**config.mk**
```make
export PLATFORM = sky130hd
export DESIGN_NAME = dwsj_ctrl
export DESIGN_NICKNAME = d
export VERILOG_FILES = /design/src/sv/dwsj_pkg.sv /design/src/sv/dwsj_ctrl.sv
export SDC_FILE = /design/constraint.sdc
export NUM_CORES = 1
export LEC_CHECK = 0
export ABC_AREA = 1
export BUFFER_PORTS_ARGS = -buffer_cell sky130_fd_sc_hd__clkbuf_2
export CAP_MARGIN = 20
export CORE_AREA = 2 2 39 41
export DETAILED_ROUTE_END_ITERATION = 10
export DIE_AREA = 0 0 41 43
export MAX_ROUTING_LAYER = met4
export PLACE_DENSITY_LB_ADDON = 0.1
export SYNTH_ARGS = -nofsm -noshare
export SYNTH_HDL_FRONTEND = slang
export SYNTH_SLANG_ARGS = --single-unit
export TNS_END_PERCENT = 20
```
**constraint.sdc**
```tcl
create_clock -name i_clk -period 1.05 [get_ports i_clk]
set_input_delay 0.105 -clock i_clk [delete_from_list [all_inputs] [get_ports i_clk]]
set_output_delay 0.105 -clock i_clk [all_outputs]
set_load 0.03 [all_outputs]
```
**src/sv/dwsj_pkg.sv**
```systemverilog
// shared constants, widths and controller/datapath command types for the
// delay window statistics block; no dependencies
`timescale 1ns / 1ps

package dwsj_pkg;

    // window geometry
    localparam int WINDOW = 16;
    localparam int POS_W  = $clog2(WINDOW);

    // timestamp and delay widths
    localparam int SEC_W   = 32;
    localparam int NSEC_W  = 30;
    localparam int DELAY_W = 30;
    localparam int VAR_W   = 59;

    // seconds to microseconds, nanoseconds to microseconds by reciprocal
    localparam int US_PER_SEC = 1000000;
    localparam int US_W       = 21;
    localparam int NS_RECIP   = 1099511628;
    localparam int RECIP_W    = 31;
    localparam int NS_SHIFT   = 40;
    localparam int NSQ_W      = 21;

    // running sums
    localparam int SUM_W = DELAY_W + $clog2(WINDOW);
    localparam int SQ_W  = 2 * DELAY_W - 1;
    localparam int SSQ_W = SQ_W + $clog2(WINDOW);

    // jitter smoothing
    localparam int JIT_SHIFT = 4;

    // constant divider: radix-16 digits, several digits per cycle
    localparam int DIGIT_W    = 4;
    localparam int DIGITS_CYC = 4;
    localparam int CHUNK_W    = DIGIT_W * DIGITS_CYC;
    localparam int DIV_W      = ((2 * SUM_W + CHUNK_W - 1) / CHUNK_W) * CHUNK_W;
    localparam int DIV_CHUNKS = DIV_W / CHUNK_W;
    localparam int DIV_CNT_W  = $clog2(DIV_CHUNKS + 1);
    localparam int REM_W      = $clog2(WINDOW);
    localparam int CUR_W      = REM_W + DIGIT_W;

    // divider passes
    localparam logic [1:0] OP_MEAN = 2'd0;
    localparam logic [1:0] OP_CORR = 2'd1;
    localparam logic [1:0] OP_VAR  = 2'd2;

    typedef struct packed {
        logic       load;
        logic       mul;
        logic       dly;
        logic       upd;
        logic       acc;
        logic       sq;
        logic       div_start;
        logic       div_take;
        logic       out_load;
        logic [1:0] op;
    } t_cmd;

    typedef struct packed {
        logic div_done;
    } t_stat;

endpackage

```
**src/sv/dwsj_ctrl.sv**
```systemverilog
// controller: sequences one item through the datapath and the divider passes,
// owns the handshakes; uses dwsj_pkg
`timescale 1ns / 1ps

module dwsj_ctrl (
    input  logic            i_clk,
    input  logic            i_rst_n,
    input  logic            i_in_valid,
    output logic            o_in_ready,
    output logic            o_out_valid,
    input  logic            i_out_ready,
    output dwsj_pkg::t_cmd  o_cmd,
    input  dwsj_pkg::t_stat i_stat
);

    localparam logic [3:0] S_IDLE     = 4'd0;
    localparam logic [3:0] S_MUL      = 4'd1;
    localparam logic [3:0] S_DLY      = 4'd2;
    localparam logic [3:0] S_UPD      = 4'd3;
    localparam logic [3:0] S_ACC      = 4'd4;
    localparam logic [3:0] S_SQ       = 4'd5;
    localparam logic [3:0] S_DIV_GO   = 4'd6;
    localparam logic [3:0] S_DIV_WAIT = 4'd7;
    localparam logic [3:0] S_DONE     = 4'd8;

    logic [3:0] r_state, n_state;
    logic [1:0] r_op, n_op;
    logic       r_out_valid, n_out_valid;
    dwsj_pkg::t_cmd cmd;

    always_comb begin
        n_state = r_state;
        n_op    = r_op;
        cmd     = '0;
        cmd.op  = r_op;
        unique case (r_state)
            S_IDLE: begin
                if (i_in_valid) begin
                    cmd.load = 1'b1;
                    n_state  = S_MUL;
                end
            end
            S_MUL: begin
                cmd.mul = 1'b1;
                n_state = S_DLY;
            end
            S_DLY: begin
                cmd.dly = 1'b1;
                n_state = S_UPD;
            end
            S_UPD: begin
                cmd.upd = 1'b1;
                n_state = S_ACC;
            end
            S_ACC: begin
                cmd.acc = 1'b1;
                n_state = S_SQ;
            end
            S_SQ: begin
                cmd.sq  = 1'b1;
                n_op    = dwsj_pkg::OP_MEAN;
                n_state = S_DIV_GO;
            end
            S_DIV_GO: begin
                cmd.div_start = 1'b1;
                n_state       = S_DIV_WAIT;
            end
            S_DIV_WAIT: begin
                if (i_stat.div_done) begin
                    cmd.div_take = 1'b1;
                    if (r_op == dwsj_pkg::OP_VAR) begin
                        n_state = S_DONE;
                    end else begin
                        n_op    = (r_op == dwsj_pkg::OP_MEAN) ? dwsj_pkg::OP_CORR
                                                              : dwsj_pkg::OP_VAR;
                        n_state = S_DIV_GO;
                    end
                end
            end
            S_DONE: begin
                // hand over to the output register once it is free
                if (!r_out_valid || i_out_ready) begin
                    cmd.out_load = 1'b1;
                    n_state      = S_IDLE;
                end
            end
            default: begin
                n_state = S_IDLE;
            end
        endcase

        if (cmd.out_load) begin
            n_out_valid = 1'b1;
        end else if (i_out_ready) begin
            n_out_valid = 1'b0;
        end else begin
            n_out_valid = r_out_valid;
        end
    end

    always_ff @(posedge i_clk) begin
        if (!i_rst_n) begin
            r_state     <= S_IDLE;
            r_op        <= dwsj_pkg::OP_MEAN;
            r_out_valid <= 1'b0;
        end else begin
            r_state     <= n_state;
            r_op        <= n_op;
            r_out_valid <= n_out_valid;
        end
    end

    assign o_in_ready  = (r_state == S_IDLE);
    assign o_out_valid = r_out_valid;
    assign o_cmd       = cmd;

`ifndef SYNTH
    a_done_in_wait: assert property (@(posedge i_clk) disable iff (!i_rst_n)
        i_stat.div_done |-> (r_state == S_DIV_WAIT))
        else $error("divider finished outside a wait state");

    a_busy_after_accept: assert property (@(posedge i_clk) disable iff (!i_rst_n)
        (i_in_valid && o_in_ready) |=> !o_in_ready)
        else $error("second item taken while one is in flight");

    a_mean_first: assert property (@(posedge i_clk) disable iff (!i_rst_n)
        (r_state == S_SQ) |=> (r_state == S_DIV_GO && r_op == dwsj_pkg::OP_MEAN))
        else $error("divider passes out of order");
`endif

endmodule

```
==> run_results.csv, run 1 <==
group,metric,value,unit
pwr,clkPwrFrac,32.1,%
route,dr.pass1.iters,4,
floorplanning,die_h,43,µm
clocking,hold_buffers,0,
pwr,leakagePower,0.4243,nW
worst_setup_path,cp-end-kind,"output pin",
worst_hold_path,min_path_type,"input pin to flip-flop",
clocking,cts.sink_count,7,
sta,worst_pin_slew,210.0,ps
clocking,clockBufferDepth,2,
flow_run,max_cap_violations,0,
clocking,cts_tree,"built",
grt,antenna_found_initial,0,
sta,hold_viol,0,
synth,synth_cells,76,
layout,final_layout_size_suffix_gt1_share,61.26,%
synth,netlist_area,467.9,µm²
worst_setup_path,path_max_fanout,4,
synth,synth.area.top_cells,"dfxtp_1 (30%), nand2_1 (15%), inv_1 (11%)",
sta,maxSlewViolCount,0,
pwr,p_switching,0.2365,mW
floorplanning,initial_utilization,33.82,%
place,numPortBuffers,17,
pwr,power_frac_seq,38.1,%
worst_setup_path,worstSetupPathType,"flip-flop to output pin",
synth,synth.avg_cell_area,6.157,µm²
floorplanning,die_area,0.001763,mm²
layout,final_nets,117,
sta,fin_skew,0.6480,ps
worst_setup_path,cp.required,940,ps
route,drc,0,
grt,grt_start_max_net_pins,6,
place,post-place-ws,-105.8,ps
clocking,clk_latency,240,ps
synth,syn_nets,81,
layout,final_cell_mix,"nand2_1 (15), buf_4 (15), inv_1 (13)",
layout,diodes,0,
worst_setup_path,path_cells,"buf_4, nor4_4, buf_6",
sta,period_needed,1284,ps
floorplanning,ios,18,
clocking,clk_pin_slew,50,ps
place,dp_hpwl,894.3,µm
grt,grt_pass1_wl,1.925,mm
worst_setup_path,critPathLaunchType,"flip-flop",
sta,setup_ws,-233.9,ps
route,drtIter0Drc,3,
sta,rsz0062_at_grt,"yes",
synth,netlist.area_leader.share,29.95,%
sta,fmax,778.8,MHz
worst_setup_path,slowest_delay,360,ps
clocking,htreeDepth,1,
synth,yosys_warnings,0,
route,ant_nets,0,
route,post_drt_via_cell_ratio,4.480,
route,vias,569,
sta,fin_crit_sh,122.3,%
clocking,cts_buffers,3,
grt,grt_pass1_vias,519,
layout,syn_to_final_growth,82.09,%
pwr,p_int,0.5111,mW
pwr,p_per_area,877.4,mW/mm²
synth,ys_types,17,
synth,synth-seq-area-share,29.95,%
sta,setup_viol,15,
synth,synth_seq_cells,7,
grt,grtUsageTotal,16.12,%
pwr,p_sw_share,31.63,%
sta,slew_headroom,85.90,%
status,status,"finished with violations",
clocking,cts-root-buf,"clkbuf_4",
route,post_drt_wl_per_cell,8.937,µm
floorplanning,fp.dieW,41,µm
pwr,ir_worst_vdd,0.0005971,V
floorplanning,coreArea,0.001384,mm²
sta,timing.hold.ws,80.73,ps
synth,yosysTopAreaCell,"dfxtp_1",
status,failed_checks,"setup timing",
place,globalplace.congestion,0.8354,
grt,grt_overflow,0,
route,drt-total-wl,1.135,mm
floorplanning,rows,14,
worst_setup_path,crit_arrival,1180,ps
pwr,p_comb_share,29.8,%
worst_setup_path,critPathSlowestCell,"dfxtp_4",
state kept, by name, indices dropped and copies added, names as in the netlist:
signal and cells:
r_state 4, o_out_valid 1, r_op 2
metal layers:
metal  vias up  part of all wire [%]  global-route usage (%)
met3         2                   3.1                   1.571
met1       252                    45                   21.50
li1        305                     -                       -
met5         -                     0                       -
met2        10                    51                   23.44
met4         0                  0.70                   8.000
power groups by stage:
stage               logic (mW)  clock network (mW)  registers [mW]
detailed placement       0.177                   0           0.289
global route             0.244               0.259           0.286
global placement         0.176                   0           0.289
floorplan                0.116                   0           0.288
finish                   0.223               0.240           0.285
CTS                      0.196               0.251           0.286
final cells by class:
cell class	instances	area, µm²
flip-flops and latches	7	156.4
inverters	16	60.06
well taps	16	20.02
repair buffers	32	259.0
clock buffers	4	26.28
multi-input cells	52	330.3
fillers	139	531.8
path summary, 6_finish.rpt:
check	startpoint	to	slack (ps)	depth (start not counted)
hold reg to reg	o_out_valid	o_out_valid	550	4
hold / removal	i_rst_n	r_state[0]	80	3
setup reg to reg	r_state[2]	r_op[0]	-90	8
setup / recovery	r_state[3]	o_cmd[6]	-230	3
Yosys cell counts, drive strengths merged:
cell type / number
dfxtp: 7
buf: 1
nor4: 1
o21ai: 3
nor2: 14
nand3: 6
nand2: 21
inv: 16
nand4: 1
a21oi: 6
stage by stage:
step	power (mW)	utilization (%)	setup TNS [ps]	instances	area, µm²
after floorplan	0.4044	-	-220.2	76	483.0
after global placement	0.4654	47.92	-762.6	119	663.1
after detailed placement	0.4662	47.92	-774.5	119	663.1
after CTS	0.7332	56.69	-2610	127	784.5
after global routing	0.7885	61.57	-3404	127	852.1
final	0.7476	61.57	-2184	127	852.1
what timing repair did:
item                                    CTS  global route
buffers inserted                          4             0
endpoints found under the hold margin     0             0
gates resized for setup                  21            28
endpoints found under the setup margin   16            16
pin swaps                                 4             2
kinds of logic (layout without fill, tap and decap cells):
group / after synthesis / after routing / share of synthesized area, %
and+or+nand+nor: 43 / 43 / 45.19
DFF: 7 / 7 / 29.95
AOI/OAI and AO/OA: 9 / 9 / 10.43
buffers and inverters: 17 / 52 / 14.44
critical path, delay by kind of cell, from the launching register on:
family / cells / cell delay, ps
buf+inv: 2 / 300
flops: 1 / 360
simple gates: 1 / 270
(Power assumes the default switching activity.)
==> run 2, diff against run 1 <==
- SKIP_LAST_GASP: unset -> 1
==> run_results.csv, run 2 (synthesized netlist as in run 1, its figures left out) <==
group,metric,value,unit
sta,slew_headroom,86.01,%
layout,largest_reg_flops,4,
worst_setup_path,cp.depth,3,
worst_setup_path,slowest_delay,360,ps
worst_setup_path,crit_family,"flip-flops",
layout,n_fill_cell,143,
grt,grt_pass1_vias,511,
floorplanning,die_area,0.001763,mm²
route,post_drt_wl_per_cell,9.242,µm
clocking,cts_tree,"built",
worst_setup_path,cp-end-kind,"output pin",
worst_hold_path,hold_depth,3,
place,globalplace.congestion,0.8354,
sta,timing.hold.ws,80.45,ps
clocking,clockBufferDepth,2,
grt,antenna_found_initial,0,
layout,regMostFlops,"r_state",
route,ant_nets,0,
floorplanning,die_h,43,µm
worst_setup_path,cp.required,940,ps
status,failed_checks,"setup timing",
grt,grt_start_max_net_pins,6,
worst_setup_path,critPathSlowestCell,"dfxtp_4",
layout,final_area,810.8,µm²
floorplanning,rows,14,
route,vias,573,
layout,diodes,0,
worst_setup_path,rr_worst_depth,8,
sta,worst_pin_slew,208.2,ps
layout,syn_to_final_growth,73.26,%
floorplanning,fp.dieW,41,µm
route,dr.pass1.iters,4,
status,status,"finished with violations",
floorplanning,initial_utilization,33.82,%
clocking,clk_pin_slew,50,ps
sta,hold_viol,0,
worst_setup_path,path_max_fanout,4,
layout,regArea,153.9,µm²
grt,grt_pass1_wl,1.876,mm
layout,final_layout_size_suffix_gt1_share,57.14,%
worst_setup_path,critPathLaunchType,"flip-flop",
route,post_drt_via_cell_ratio,4.477,
sta,fin_crit_sh,122.3,%
flow_run,max_cap_violations,0,
layout,final_cell_mix,"nand2_1 (18), buf_4 (18), inv_1 (14)",
floorplanning,ios,18,
clocking,htreeDepth,1,
worst_setup_path,path_cells,"buf_4, nor4_4, buf_6",
route,drtIter0Drc,10,
pwr,leakagePower,0.4202,nW
pwr,ir_worst_vdd,0.0005850,V
pwr,p_per_area,895.6,mW/mm²
sta,setup_viol,16,
place,numPortBuffers,17,
sta,fin_skew,1.528,ps
layout,multiInputGateArea,310.3,µm²
sta,fmax,778.7,MHz
place,post-place-ws,-105.8,ps
layout,final_nets,118,
grt,grt_overflow,0,
place,placed_area,663.1,µm²
place,dp_hpwl,894.3,µm
floorplanning,coreArea,0.001384,mm²
worst_setup_path,critPathBufInv,2,
clocking,cts-root-buf,"clkbuf_4",
layout,final_util,58.59,%
sta,rsz0062_at_grt,"yes",
clocking,cts_buffers,3,
route,drt-total-wl,1.183,mm
grt,grtUsageTotal,15.81,%
worst_setup_path,crit_arrival,1180,ps
clocking,clk_latency,240,ps
clocking,cts.sink_count,7,
route,drc,0,
sta,period_needed,1284,ps
sta,setup_ws,-234.2,ps
worst_hold_path,min_path_type,"input pin to flip-flop",
worst_setup_path,worstSetupPathType,"flip-flop to output pin",
sta,maxSlewViolCount,0,
[run 2: changes by cell type in the layout (fill, tap and decap cells not counted), sizes merged]
cell    delta
clkbuf     +2
buf        -1
[run 2: power by group]
group | switching (mW) | leakage (nW) | internal, mW
Clock | 0.0952 | 0.0150 | 0.145
Sequential | 0.0135 | 0.0606 | 0.271
Combinational | 0.123 | 0.345 | 0.0787
[run 2: path summary, 6_finish.rpt]
check / from / to / slack (ps)
min reg2reg: o_out_valid / o_out_valid / 550
min: i_rst_n / r_state[0] / 80
max reg2reg: r_state[1] / r_state[2] / -130
max: r_state[3] / o_cmd[6] / -230
[run 2: area by class of cell]
cell class,count,share of cell area [%]
Timing Repair Buffer,33,29.63
Inverter,16,7.407
Clock buffer,4,3.241
Sequential cell,7,18.98
Multi-Input combinational cell,52,38.27
Tap cell,16,2.469
[run 2: metrics by stage]
step | setup TNS (ps) | power, mW | instances
finish | -2716 | 0.7261 | 128
CTS | -2919 | 0.7199 | 127
global route | -3933 | 0.7667 | 128
global placement | -762.6 | 0.4654 | 119
detailed placement | -774.5 | 0.4662 | 119
floorplan | -220.2 | 0.4044 | 76
[run 2: tightest hold or removal path: stages]
cell and delay (ps):
clkbuf_2 100, nand2_1 50, inv_1 40
[run 2: layer usage]
metal	track usage, %	wire, µm	vias to the layer above
met2	23.13	599	17
met5	-	0	-
met3	1.571	55	2
met1	20.85	516	252
met4	8.000	12	0
li1	-	-	302
[run 2: what timing repair did]
item                       4_1_cts  5_1_grt
buffers inserted                 4        1
pin swaps                        3        2
hold buffers                     0        0
setup endpoints to repair       16       16
hold endpoints to repair         0        0
resized for setup                9       26
==> run 3, diff against run 2 <==
- CORE_AREA: 2 2 39 41 -> unset
- CORE_UTILIZATION: unset -> 34
- DIE_AREA: 0 0 41 43 -> unset
==> run_results.csv, run 3 (synthesized netlist as in run 1, its figures left out) <==
group,metric,value,unit
sta,fin_crit_sh,122.6,%
floorplanning,fp.dieW,39.10,µm
worst_setup_path,path_max_fanout,4,
sta,fin_setup_tns,-2930,ps
clocking,cts-root-buf,"clkbuf_4",
layout,final_cell_mix,"nand2_1 (17), buf_4 (15), inv_1 (14)",
clocking,clk_latency,250,ps
worst_setup_path,crit_arrival,1180,ps
clocking,clk_pin_slew,50,ps
layout,final_common_cell,"nand2_1",
pwr,ir_worst_vdd,0.0006177,V
worst_setup_path,critPathMostFrequentCell,"nor2_4",
layout,final_util,63.10,%
layout,diodes,0,
sta,fmax,776.7,MHz
status,failed_checks,"setup timing",
status,status,"finished with violations",
floorplanning,die_area,0.001529,mm²
sta,worst_pin_slew,221.5,ps
worst_setup_path,cp.required,940,ps
route,drtIter0Drc,10,
sta,fin_skew,0.6982,ps
layout,final_nets,116,
grt,antenna_found_initial,0,
worst_setup_path,r2r-start,"r_state[3]",
worst_setup_path,reg2reg_slack,-170,ps
route,post_drt_wl_per_cell,9.512,µm
floorplanning,initial_utilization,36.42,%
worst_hold_path,whs_endpoint,"r_state[0]",
floorplanning,die_h,39.10,µm
worst_setup_path,path_cells,"buf_6, nor2_4, nand2_2, nor2_4, buf_8",
worst_setup_path,critPathLaunchType,"flip-flop",
route,drt-total-wl,1.189,mm
worst_setup_path,r2r-end,"r_state[2]",
pwr,finalPower,0.7483,mW
layout,largest_reg_flops,4,
worst_setup_path,critPathSlowestCell,"dfxtp_2",
grt,grt_pass1_wl,1.745,mm
sta,rsz0062_at_grt,"yes",
place,numPortBuffers,17,
worst_setup_path,rr_worst_depth,8,
flow_run,max_cap_violations,0,
sta,period_needed,1287,ps
layout,syn_to_final_growth,73.26,%
clocking,htreeDepth,1,
worst_hold_path,min_path_type,"input pin to flip-flop",
clocking,cts_tree,"built",
worst_hold_path,hold_depth,3,
sta,setup_viol,16,
route,dr.pass1.iters,3,
route,post_drt_via_cell_ratio,4.400,
sta,hold_viol,0,
worst_setup_path,slowest_delay,340,ps
grt,grtUsageTotal,17.75,%
place,dp_hpwl,896.6,µm
pwr,leakagePower,0.4199,nW
layout,regMostFlops,"r_state",
grt,grt_pass1_vias,446,
grt,grt_overflow,0,
pwr,p_per_area,922.9,mW/mm²
grt,grt_start_max_net_pins,6,
route,drc,0,
floorplanning,rows,13,
layout,final_layout_size_suffix_gt1_share,55.45,%
place,globalplace.congestion,0.7691,
worst_setup_path,critPathBufInv,2,
route,ant_nets,0,
floorplanning,coreArea,0.001285,mm²
clocking,clockBufferDepth,2,
sta,setup_ws,-237.4,ps
route,vias,550,
worst_setup_path,cp.depth,5,
worst_setup_path,crit_family,"flip-flops",
sta,maxSlewViolCount,0,
worst_setup_path,worstSetupPathType,"flip-flop to output pin",
clocking,cts_buffers,3,
clocking,cts.sink_count,7,
worst_setup_path,cp-end-kind,"output pin",
sta,slew_headroom,85.12,%
floorplanning,ios,18,
worst_hold_path,min_from,"i_rst_n",
## run 3: cell types whose count changed in the layout (fill, tap and decap cells not counted), sizes merged
cell / before / now
clkbuf: 15 / 14
buf: 22 / 21
## run 3: area by class of cell
class                           instances  area, µm²
Timing Repair Buffer                   31      234.0
Multi-Input combinational cell         52      317.8
Fill cell                             126      474.2
Tap cell                               15      18.77
Sequential cell                         7      153.9
Clock buffer                            4      26.28
Inverter                               16      60.06
## run 3: stage by stage
step	hold WS, ps	std cells	instance area [µm²]	setup WS (ps)
2_1_floorplan	202.6	76	483.0	-73.40
3_3_place_gp	329.7	117	654.4	-78.20
3_5_place_dp	333.4	117	654.4	-73.62
4_1_cts	69.64	125	759.5	-253.0
5_1_grt	87.43	125	810.8	-292.0
6_report	79.07	125	810.8	-237.4
## run 3: tightest hold or removal path, cell delays in order
cell and delay (ps):
clkbuf_2 110, nand2_1 50, inv_1 40
## run 3: where the power goes
| group | internal, mW | leakage [nW] | switching (mW) | total, mW |
|---|---|---|---|---|
| registers | 0.273 | 0.0606 | 0.0144 | 0.287 |
| logic | 0.0865 | 0.344 | 0.130 | 0.217 |
| clock network | 0.145 | 0.0150 | 0.0988 | 0.244 |
## run 3: what timing repair did
| item | 4_1_cts | 5_1_grt |
|---|---|---|
| pin swaps | 4 | 3 |
| resized for setup | 16 | 19 |
| endpoints found under the setup margin | 16 | 16 |
| gates cloned | 0 | 0 |
| hold endpoints to repair | 0 | 0 |
| buffers inserted | 4 | 0 |
| hold buffers | 0 | 0 |
## run 3: routing by layer
| metal | global-route usage [%] | wire [µm] |
|---|---|---|
| met5 | - | 0 |
| met4 | 7.759 | 14 |
| met3 | 3.468 | 31 |
| met2 | 28.33 | 588 |
| met1 | 21.53 | 554 |
## run 3: how the worst max path moves through the flow
| stage | startpoint | endpoint |
|---|---|---|
| CTS | r_state[3] | o_cmd[3] |
| finish | r_state[3] | o_cmd[3] |
| floorplan | r_state[3] | o_cmd[6] |
| global placement | r_state[0] | r_op[0] |
| detailed placement | r_state[3] | o_cmd[3] |
| global route | r_state[0] | o_cmd[8] |
